## src/rtl/qeg_pkg.sv

```systemverilog
// ----------------------------------------------------------------------------
// qeg_pkg
// Shared constants for the quantizing exp-Golomb symbol coder.
// ----------------------------------------------------------------------------
`default_nettype none
package qeg_pkg;
   localparam int unsigned QUANT_WIDTH = 11;
   localparam logic [QUANT_WIDTH-1:0] QUANT_RESET = 11'd1024;
   localparam logic [1:0] SYM_BITS_ONE = 2'd1;
   localparam logic [1:0] SYM_BITS_TWO = 2'd2;
endpackage
`default_nettype wire

```

## src/rtl/qeg_divider.sv

```systemverilog
// ----------------------------------------------------------------------------
// qeg_divider
// Pipelined restoring divider: magnitude by quantizer, one quotient bit per
// stage, with valid bits and a common stall.
// ----------------------------------------------------------------------------
`default_nettype none
module qeg_divider #(
   parameter int unsigned MAG_WIDTH = 24
) (
   input  wire logic                          clock,
   input  wire logic                          reset,
   input  wire logic                          advance,
   input  wire logic                          in_valid,
   input  wire logic [MAG_WIDTH-1:0]          in_mag,
   input  wire logic [qeg_pkg::QUANT_WIDTH-1:0] in_quant,
   input  wire logic                          in_neg,
   input  wire logic                          in_eob,
   output logic                               out_valid,
   output logic [MAG_WIDTH-1:0]               out_quot,
   output logic                               out_neg,
   output logic                               out_eob
);
   import qeg_pkg::*;

   localparam int unsigned RW = QUANT_WIDTH + 1;

   // Register stage s holds a transaction after s quotient bits are known.
   logic                   valid_ff [1:MAG_WIDTH];
   logic [MAG_WIDTH-1:0]   num_ff   [1:MAG_WIDTH];
   logic [QUANT_WIDTH-1:0] rem_ff   [1:MAG_WIDTH];
   logic [QUANT_WIDTH-1:0] quant_ff [1:MAG_WIDTH];
   logic                   neg_ff   [1:MAG_WIDTH];
   logic                   eob_ff   [1:MAG_WIDTH];

   // Each stage shifts one numerator bit into the remainder and subtracts.
   for (genvar s = 0; s < MAG_WIDTH; s++) begin : g_stage
      logic                   cur_valid, cur_neg, cur_eob;
      logic [MAG_WIDTH-1:0]   cur_num;
      logic [QUANT_WIDTH-1:0] cur_rem, cur_quant;
      logic [RW-1:0]          trial;
      logic [RW:0]            diff;
      logic [MAG_WIDTH-1:0]   num_in;
      logic [QUANT_WIDTH-1:0] rem_in;

      if (s == 0) begin : g_head
         assign cur_valid = in_valid;
         assign cur_num   = in_mag;
         assign cur_rem   = '0;
         assign cur_quant = in_quant;
         assign cur_neg   = in_neg;
         assign cur_eob   = in_eob;
      end else begin : g_body
         assign cur_valid = valid_ff[s];
         assign cur_num   = num_ff[s];
         assign cur_rem   = rem_ff[s];
         assign cur_quant = quant_ff[s];
         assign cur_neg   = neg_ff[s];
         assign cur_eob   = eob_ff[s];
      end

      always_comb begin
         trial  = {cur_rem, cur_num[MAG_WIDTH-1]};
         diff   = {1'b0, trial} - {2'b00, cur_quant};
         num_in = {cur_num[MAG_WIDTH-2:0], ~diff[RW]};
         rem_in = diff[RW] ? trial[QUANT_WIDTH-1:0] : diff[QUANT_WIDTH-1:0];
      end
      always_ff @(posedge clock) begin
         if (reset) begin
            valid_ff[s+1] <= 1'b0;
         end else if (advance) begin
            valid_ff[s+1] <= cur_valid;
         end
         if (advance) begin
            num_ff[s+1]   <= num_in;
            rem_ff[s+1]   <= rem_in;
            quant_ff[s+1] <= cur_quant;
            neg_ff[s+1]   <= cur_neg;
            eob_ff[s+1]   <= cur_eob;
         end
      end
   end

   assign out_valid = valid_ff[MAG_WIDTH];
   assign out_quot  = num_ff[MAG_WIDTH];
   assign out_neg   = neg_ff[MAG_WIDTH];
   assign out_eob   = eob_ff[MAG_WIDTH];
endmodule
`default_nettype wire

```

## src/rtl/quantize_exp_golomb_symbols.sv

```systemverilog
// ----------------------------------------------------------------------------
// quantize_exp_golomb_symbols
// Quantizes coefficients and emits interleaved order-0 exp-Golomb symbols.
// ----------------------------------------------------------------------------
// A coefficient enters on every cycle in which the divider pipeline can move;
// it is registered, passes the divider stages, the serializer state and the
// output register, and then its first symbol appears. Symbols are serialized
// at one per cycle while the receiver is ready: one for a zero quotient,
// otherwise 2 + floor(log2(|q|+1)); the serializer, which sets the sustained
// rate, takes the next quotient as it emits its final symbol. The quantizer is
// captured with each coefficient, so it may be written at any idle time.
`default_nettype none
module quantize_exp_golomb_symbols #(
   parameter int unsigned COEF_WIDTH = 24
) (
   input  wire logic                          clock,
   input  wire logic                          reset,
   input  wire logic                          req_valid,
   output logic                               req_ready,
   input  wire logic signed [COEF_WIDTH-1:0]  req_coefficient,
   input  wire logic                          req_end_of_block,
   input  wire logic                          csr_valid,
   output logic                               csr_ready,
   input  wire logic [qeg_pkg::QUANT_WIDTH-1:0] csr_quantizer,
   output logic                               rsp_valid,
   input  wire logic                          rsp_ready,
   output logic [1:0]                         rsp_symbol_value,
   output logic [1:0]                         rsp_symbol_bits,
   output logic                               rsp_last_of_coefficient,
   output logic                               rsp_block_done
);
   import qeg_pkg::*;

   localparam int unsigned IW = $clog2(COEF_WIDTH + 1);

   logic [QUANT_WIDTH-1:0] quant_ff;
   logic                   advance;
   logic                   in_valid_ff, in_neg_ff, in_eob_ff;
   logic [COEF_WIDTH-1:0]  in_mag_ff;
   logic [QUANT_WIDTH-1:0] in_quant_ff;
   logic                   dv, dneg, deob;
   logic [COEF_WIDTH-1:0]  dquot;

   // Serializer state: v = q+1 held with a bit pointer.
   logic                   busy_ff;
   logic [COEF_WIDTH:0]    v_ff;
   logic [IW-1:0]          idx_ff;
   logic                   phase_ff;    // 0 data bits, 1 terminator, then sign
   logic                   zero_ff, neg_ff, eob_ff, term_done_ff;
   logic                   ser_take, ser_free;

   logic                   out_valid_ff;
   logic [1:0]             out_value_ff, out_bits_ff;
   logic                   out_last_ff, out_done_ff;
   logic                   out_free;

   assign csr_ready = 1'b1;
   always_ff @(posedge clock) begin
      if (reset) begin
         quant_ff <= QUANT_RESET;
      end else if (csr_valid) begin
         quant_ff <= csr_quantizer;
      end
   end

   assign out_free  = !out_valid_ff || rsp_ready;
   // The serializer is free when idle or emitting its final symbol.
   logic ser_last;
   assign ser_last = busy_ff && (zero_ff || term_done_ff);
   assign ser_free = !busy_ff || (ser_last && out_free);
   assign advance   = !dv || ser_free;
   assign ser_take  = dv && ser_free;
   assign req_ready = advance;

   logic [COEF_WIDTH-1:0] mag_in;
   assign mag_in = req_coefficient[COEF_WIDTH-1] ? (~req_coefficient + 1'b1)
                                                 : req_coefficient;
   always_ff @(posedge clock) begin
      if (reset) begin
         in_valid_ff <= 1'b0;
      end else if (advance) begin
         in_valid_ff <= req_valid;
      end
      if (advance) begin
         in_mag_ff   <= mag_in;
         in_neg_ff   <= req_coefficient[COEF_WIDTH-1];
         in_eob_ff   <= req_end_of_block;
         in_quant_ff <= (quant_ff == '0) ? QUANT_WIDTH'(1) : quant_ff;
      end
   end

   qeg_divider #(.MAG_WIDTH(COEF_WIDTH)) u_div (
      .clock(clock), .reset(reset), .advance(advance),
      .in_valid(in_valid_ff), .in_mag(in_mag_ff), .in_quant(in_quant_ff),
      .in_neg(in_neg_ff), .in_eob(in_eob_ff),
      .out_valid(dv), .out_quot(dquot), .out_neg(dneg), .out_eob(deob)
   );

   // Leading-one position of q+1 with a priority loop over independent bits.
   logic [COEF_WIDTH:0] v_new;
   logic [IW-1:0]       top;
   always_comb begin
      v_new = {1'b0, dquot} + 1'b1;
      top = '0;
      for (int b = 1; b <= COEF_WIDTH; b++) begin
         if (v_new[b]) top = IW'(b);
      end
   end

   logic [1:0] sym_value, sym_bits;
   logic       sym_last, sym_done;
   always_comb begin
      sym_value = 2'd1;
      sym_bits  = SYM_BITS_ONE;
      sym_last  = 1'b0;
      sym_done  = 1'b0;
      if (zero_ff) begin
         sym_last = 1'b1;
         sym_done = eob_ff;
      end else if (term_done_ff) begin
         sym_value = {1'b0, neg_ff};
         sym_last  = 1'b1;
         sym_done  = eob_ff;
      end else if (!phase_ff) begin
         sym_value = {v_ff[idx_ff - 1'b1], 1'b0};
         sym_bits  = SYM_BITS_TWO;
      end
   end

   always_ff @(posedge clock) begin
      if (reset) begin
         busy_ff <= 1'b0;
      end else if (ser_take) begin
         busy_ff <= 1'b1;
      end else if (ser_last && out_free) begin
         busy_ff <= 1'b0;
      end
      if (ser_take) begin
         v_ff         <= v_new;
         idx_ff       <= top;
         phase_ff     <= (top == '0);
         zero_ff      <= (dquot == '0);
         neg_ff       <= dneg;
         eob_ff       <= deob;
         term_done_ff <= 1'b0;
      end else if (busy_ff && out_free) begin
         if (!phase_ff) begin
            idx_ff <= idx_ff - 1'b1;
            if (idx_ff == IW'(1)) phase_ff <= 1'b1;
         end else begin
            term_done_ff <= 1'b1;
         end
      end
   end

   always_ff @(posedge clock) begin
      if (reset) begin
         out_valid_ff <= 1'b0;
      end else if (out_free) begin
         out_valid_ff <= busy_ff;
      end
      if (out_free) begin
         out_value_ff <= sym_value;
         out_bits_ff  <= sym_bits;
         out_last_ff  <= sym_last;
         out_done_ff  <= sym_done;
      end
   end

   assign rsp_valid               = out_valid_ff;
   assign rsp_symbol_value        = out_value_ff;
   assign rsp_symbol_bits         = out_bits_ff;
   assign rsp_last_of_coefficient = out_last_ff;
   assign rsp_block_done          = out_done_ff;
endmodule
`default_nettype wire

```

## config.mk

```make
export PLATFORM = sky130hd
export DESIGN_NAME = quantize_exp_golomb_symbols
export DESIGN_NICKNAME = d
export VERILOG_FILES = /design/src/rtl/qeg_pkg.sv /design/src/rtl/qeg_divider.sv /design/src/rtl/quantize_exp_golomb_symbols.sv
export SDC_FILE = /design/constraint.sdc
export NUM_CORES = 2
export LEC_CHECK = 0
export BUFFER_PORTS_ARGS = -buffer_cell sky130_fd_sc_hd__buf_4
export CAP_MARGIN = 30
export CORE_AREA = 3 3 310 312
export DETAILED_ROUTE_END_ITERATION = 8
export DIE_AREA = 0 0 313 315
export GPL_ROUTABILITY_DRIVEN = 1
export MAX_ROUTING_LAYER = met4
export PLACE_DENSITY = 0.77
export SLEW_MARGIN = 20
export SYNTH_ARGS = -nofsm -noshare
export SYNTH_HDL_FRONTEND = slang
export SYNTH_SLANG_ARGS = --single-unit
```

## constraint.sdc

```tcl
create_clock -name clock -period 32 [get_ports clock]
set_clock_uncertainty 0.2 [all_clocks]
set_input_delay 3.2 -clock clock [delete_from_list [all_inputs] [get_ports clock]]
set_output_delay 3.2 -clock clock [all_outputs]
set_load 0.1 [all_outputs]
```

Yosys cells after proc, flatten, opt, wreduce, memory -nomap -nowiden:

Memory sizes are Yosys's and may differ from the RTL's. A register that Yosys moved wholly into a read port is not among the register bits.
Cells that the tools add are included.

* memory bits (writable): 1176
* memories kept: 6
* word-level logic and storage cells: 220
* input bits: 41
* register bits: 90
* output and inout port bits: 9

* equality and inequality tests: 2
* reductions and logical operators: 20
* bitwise gates (word level): 49
* magnitude comparators: 1
* mux-type cells: 96
* $add $sub $neg: 27

Memories
* u_div.num_ff: depth 24, width 24, rd ports 24, clocked after memory_dff 0, write ports 24, line qeg_divider.sv:29 `logic [MAG_WIDTH-1:0] num_ff [1:MAG_WIDTH];`
* u_div.quant_ff: depth 24, width 11, rd ports 23, clocked after memory_dff 0, write ports 24, line qeg_divider.sv:31 `logic [QUANT_WIDTH-1:0] quant_ff [1:MAG_WIDTH];`
* u_div.rem_ff: depth 24, width 11, rd ports 23, clocked after memory_dff 0, write ports 24, line qeg_divider.sv:30 `logic [QUANT_WIDTH-1:0] rem_ff [1:MAG_WIDTH];`
* u_div.eob_ff: depth 24, width 1, rd ports 24, clocked after memory_dff 1, write ports 24, line qeg_divider.sv:33 `logic eob_ff [1:MAG_WIDTH];`
* u_div.neg_ff: depth 24, width 1, rd ports 24, clocked after memory_dff 1, write ports 24, line qeg_divider.sv:32 `logic neg_ff [1:MAG_WIDTH];`
* u_div.valid_ff: depth 24, width 1, rd ports 24, clocked after memory_dff 0, write ports 24, line qeg_divider.sv:28 `logic valid_ff [1:MAG_WIDTH];`

Operator list (count)
* 12-bit by 11-bit subtractor with 13-bit output: 23
* 11-bit two-way mux: 24
* 5-bit two-way mux: 26
* 1-bit two-way mux: 43
* 24-bit by 1-bit adder with 25-bit output (second input constant): 1
* 24-bit by 1-bit adder with 24-bit output (second input constant): 1
* 24-bit logical NOT: 1
* 1-bit NOT: 24
* 24-bit NOT: 1
* 1-bit bitwise OR: 24
* 23-bit two-way mux: 1
* 1-bit by 11-bit subtractor with 12-bit output: 1
* 11-bit logical NOT: 1
* 5-bit by 6-bit less-than comparator with 1-bit output (second input constant): 1
* 1-bit binary-select mux with 5-bit select: 1
* 5-bit by 1-bit == test with 1-bit output (second input constant): 1
* 5-bit logical NOT: 1
* 5-bit by 1-bit subtractor with 5-bit output (second input constant): 1
* 1-bit logical AND: 4
* 1-bit logical OR: 4
* 2-bit AND reduction: 2
* 2-bit nonzero test: 2
* 1-bit logical NOT: 3
* 3-bit OR reduction: 1
* other kinds (3): 3

Logic depth before layout (Yosys ltp):

An unclocked memory read counts as a cell.

* depth after elaboration: 28
* mapped depth: 12
* gate-level depth less buffers: 11

Hierarchy:

From an unflattened synthesis, not the netlist that was laid out.

* cell total of the unflattened synthesis: 3856
* area, all modules: 56763.2 um2

Modules (own cells, without submodules)
* qeg_divider: times used 1, area each 51430.6 um2, seq. area each 34653.2 um2, cells an instance 3369
* quantize_exp_golomb_symbols: times used 1, area each 5332.6 um2, seq. area each 2612.5 um2, cells an instance 487

Least setup slack after synthesis:

OpenSTA, ideal clock, no wires.

* path type: input-to-output
* from: input rsp_ready
* to: output req_ready
* arrival: 28.548 ns
* path slack: 0.052 ns
* cell stages on the path: 4
* required time: 28.600 ns
* buffers on the path: 0
* cell sequence: nor2b_1 > o21ai_0 > inv_1 > nand2_1

* longest elaborated chain between the ends: 4

RTL lines
* start, declared: line quantize_exp_golomb_symbols.sv:26 `input wire logic rsp_ready,`
* 1-bit logical OR: line quantize_exp_golomb_symbols.sv:66 `assign out_free = !out_valid_ff || rsp_ready;`
* 1-bit logical AND: line quantize_exp_golomb_symbols.sv:70 `assign ser_free = !busy_ff || (ser_last && out_free);`
* 1-bit logical OR: line quantize_exp_golomb_symbols.sv:70
* 1-bit logical OR: line quantize_exp_golomb_symbols.sv:71 `assign advance = !dv || ser_free;`
* end, declared: line quantize_exp_golomb_symbols.sv:19 `output logic req_ready,`

No other way between the ends.

Worst setup path in the final report:

Same ends and word-level chain as after synthesis.

==> implementation parameters <==
Parameter                              Value

Run status
  Status ... finished, final reports clean

Yosys
  Combined area of all synthesized cells ... between 50000 and 60000 um^2
  Most instantiated flip-flop cell in the synthesis netlist ... sky130_fd_sc_hd__edfxtp_1
  Total of warnings raised by yosys ... 0
  Count of flip-flops with a built-in enable after synthesis ... approximately 1.2k
  Post-synthesis register bit count ... between 1k and 1.5k
  Synthesized instance count ... ~3.7k
  Number of unique standard cell types used by synthesis ... 78
  Post-synthesis sequential area ratio ... about 70%
  Synth top area share ... 69.61%
  Async SR Flop Fraction ... 0%
  Largest area contributor in the synthesized netlist ... sky130_fd_sc_hd__edfxtp_1
  Synth Area per Inst ... 14.25 um^2
  Cell types with the largest area share after synthesis ... sky130_fd_sc_hd__edfxtp_1 (70%), sky130_fd_sc_hd__ha_1 (6.1%), sky130_fd_sc_hd__inv_1 (2.9%)

Hold path
  Worst Hold Class ... reg2reg

Floorplanning
  Vertical extent of the die ... ~320 um
  Die footprint ... 98600 um^2
  Standard-cell row count ... about 110
  Starting utilization of the core area ... around 57%
  Count of boundary I/O pins ... 50
  Die width ... 313 um
  Core Area ... 93330 um^2

STA
  Setup-failing EPs final ... 0
  Hold Slack ... ~0.21 ns
  RSZ-0062 raised after global routing ... no
  Post-Route Setup TNS ... 0 ns
  Final Hold Violating Endpoints ... 0
  Final max-slew violation count ... 0
  Fmax ... 125.5 MHz
  Fraction of the cycle the final worst path needs ... 24.90%
  Transition time at the pin with the least slew margin ... between 1 and 1.5 ns
  Minimum clock period after layout ... about 8.0 ns
  Relative slew slack ... 32.40%

Placed design
  HPWL after DPL ... 51720 um
  Number of input and output port buffers inserted ... 48
  Final weighted congestion of routability-driven global placement ... 0.8523

Worst setup path
  Worst reg2reg setup slack ... roughly 27 ns
  Kind of critical path ... in2out
  Capturing element type of the critical path ... primary output
  Launching element type of the critical path ... primary input
  CP Max Fanout ... 22
  Endpoint arrival time on the critical path ... approximately 4.6 ns
  Required time worst endpoint ... 28.60 ns

Routing
  Number of design rule violations left after detail routing ... 0
  Antenna viol nets, final ... 0
  Via total after detailed routing ... 28.32k
  Initial DRT Pass Iterations ... 5
  Final wirelength ... ~80000 um
  Number of design-rule violations left by the first detailed-router iteration ... roughly 1.8k
  Routed length per instance ... about 15 um
  Number of vias per cell ... ~5.4

Pwr
  Switching portion of total power ... 30.34%
  Static Leakage ... ~23 nW
  Cell internal pwr ... around 3.9 mW
  Portion of total power attributed to sequential cells ... 45.7%
  Comb pwr share ... between 20 and 30%
  Power per standard cell area ... 93.28 nW/um^2
  Total net switching power ... 1.678 mW
  Maximum VDD drop ... around 57 uV
  Part of the total power dissipated in the clock network ... between 20% and 30%

Clocking
  H-Tree Depth ... 3
  Max clock buf depth ... 3
  Reg clk slew, reported paths ... ~0.06 ns
  Root Driver ... sky130_fd_sc_hd__clkbuf_16
  TritonCTS Buffers ... 120
  Post-cts hold buffer count ... 0
  Post-CTS Resized ... 0
  TritonCTS clock tree ... done
  Setup repair bufs after CTS ... 0
  Worst skew pair latency ... 0.70 ns
  Number of sinks on the clock net ... between 1k and 1.5k

Finish
  Total of fill cells in the finished design ... 6524
  Util after Layout ... 63.54%
  Area delta synth->final ... 11.68%
  Multi-input gate area in the final layout ... ~14000 um^2
  Net count reported at finish ... 4163
  Share of layout cells above drive strength 1 ... between 8 and 9%
  Sequential cell area in the final layout ... ~37000 um^2
  Antenna Diode Count ... 0

Global route
  Largest net degree at the start of global routing ... ~210
  Vias in the first global route ... 28.72k
  First-pass GRT wire length ... roughly 130000 um
  Sum of overflow across all layers after global routing ... 0
  Global-route usage over all layers ... approximately 17%
  Initial antenna violation count ... 1

Run
  Max_cap viols ... 0
==> state kept, by name, indices dropped and copies added (netlist names), 2 cells and up <==
signal	flops
in_quant_ff	11
u_div.neg_ff	24
u_div.valid_ff	24
idx_ff	5
u_div.eob_ff	24
quant_ff	11
u_div.quant_ff	253
rsp_symbol_bits	2
in_mag_ff	24
u_div.rem_ff	253
v_ff	25
rsp_symbol_value	2
u_div.num_ff	576
==> worst max-delay path: stages <==
cell	delay [ns]
sky130_fd_sc_hd__buf_4	0.08
sky130_fd_sc_hd__nor2b_1	0.06
sky130_fd_sc_hd__o21ai_0	0.34
sky130_fd_sc_hd__inv_1	0.17
sky130_fd_sc_hd__nand2_4	0.31
sky130_fd_sc_hd__buf_4	0.38
==> power by group through the flow <==
stage | Combinational, mW | Clock [mW] | Sequential [mW]
2_1_floorplan | 1.24 | 0 | 2.47
3_3_place_gp | 1.47 | 0 | 2.53
3_5_place_dp | 1.56 | 0 | 2.56
4_1_cts | 1.58 | 1.46 | 2.53
5_1_grt | 1.79 | 1.52 | 2.57
6_report | 1.58 | 1.42 | 2.53
==> cells in the final DEF (no fill, tap or decap), types with 47 or more instances in the layout <==
master,Yosys,final
sky130_fd_sc_hd__nor2b_1,49,49
sky130_fd_sc_hd__nor2_1,118,118
sky130_fd_sc_hd__buf_4,5,67
sky130_fd_sc_hd__and2_1,47,47
sky130_fd_sc_hd__edfxtp_1,1231,1231
sky130_fd_sc_hd__o21a_1,55,55
sky130_fd_sc_hd__ha_1,259,259
sky130_fd_sc_hd__inv_1,406,406
sky130_fd_sc_hd__clkbuf_16,0,122
sky130_fd_sc_hd__nand2_1,298,297
sky130_fd_sc_hd__xnor2_1,120,120
sky130_fd_sc_hd__o31ai_1,92,92
sky130_fd_sc_hd__nor3_1,76,76
sky130_fd_sc_hd__nand2b_1,48,48
sky130_fd_sc_hd__a21oi_1,106,105
sky130_fd_sc_hd__o21ai_0,248,248
==> path summary, 6_finish.rpt <==
kind                             from                   to  cells past startpoint
hold / removal    u_div.num_ff[1][80]   u_div.num_ff[2][9]                      0
setup reg to reg         term_done_ff  u_div.num_ff[4][51]                      9
setup / recovery            rsp_ready            req_ready                      6
hold reg to reg   u_div.num_ff[1][80]   u_div.num_ff[2][9]                      0
==> layout make-up <==
class | count | share of cell area [%]
flip-flops and latches | 1246 | 62.84
multi-input cells | 1988 | 23.83
clock buffers | 147 | 5.340
well taps | 1254 | 2.646
inverters | 406 | 2.570
clock inverters | 78 | 1.456
repair buffers | 79 | 1.312
==> per-layer routing <==
layer / vias to the layer above / share of wire, % / global-route usage (%) / wire length (um)
met5: - / 0 / - / 0
met4: 0 / 2.6 / 5.527 / 2097
met3: 177 / 3.6 / 2.912 / 2846
met2: 498 / 55 / 31.19 / 43650
met1: 13760 / 39 / 17.83 / 31200
li1: 13890 / - / - / -
==> per-stage QoR <==
step,total power [mW],std cells,instance area [um^2],setup WS (ns)
floorplan,3.710,3729,53110,0.05208
global placement,4.004,4960,54950,23.88
detailed placement,4.120,4966,55090,23.78
CTS,5.564,5191,59120,24.02
global route,5.882,5198,59300,23.90
finish,5.532,5198,59300,24.03
==> kinds of logic (layout without fill, tap and decap cells) <==
group,Yosys count,after routing,share of synthesized area (%)
flip-flops,1246,1246,70.18
AND/OR/NAND/NOR,815,815,7.611
AO/OA/AOI/OAI,697,697,8.292
buffers and inverters,495,710,3.572
adder cells (fa/ha/maj),281,281,6.932
XOR/XNOR,151,151,2.491
multiplexers,39,39,0.9095
other,2,5,0.01414
==> cell usage after synthesis (all sizes together) (4+ instances only) <==
| cell | instances |
|---|---|
| xnor2 | 120 |
| xor2 | 31 |
| a21o | 7 |
| fa | 22 |
| a311oi | 13 |
| or3 | 38 |
| inv | 406 |
| a31oi | 15 |
| clkbuf | 73 |
| a21oi | 106 |
| dfxtp | 15 |
| and2 | 47 |
| or2 | 32 |
| mux2i | 28 |
| buf | 16 |
| mux4 | 7 |
| nor2b | 49 |
| edfxtp | 1231 |
| nor4 | 16 |
| and3 | 30 |
| nand2b | 48 |
| a41oi | 16 |
| ha | 259 |
| a21boi | 46 |
| nand4 | 10 |
| mux2 | 4 |
| nand2 | 300 |
| o21a | 55 |
| o21ai | 255 |
| a211o | 5 |
| o31ai | 92 |
| o22ai | 15 |
| nor2 | 120 |
| a211oi | 46 |
| nand3 | 36 |
| nor3 | 76 |
Power figures use the tool's default switching activity.
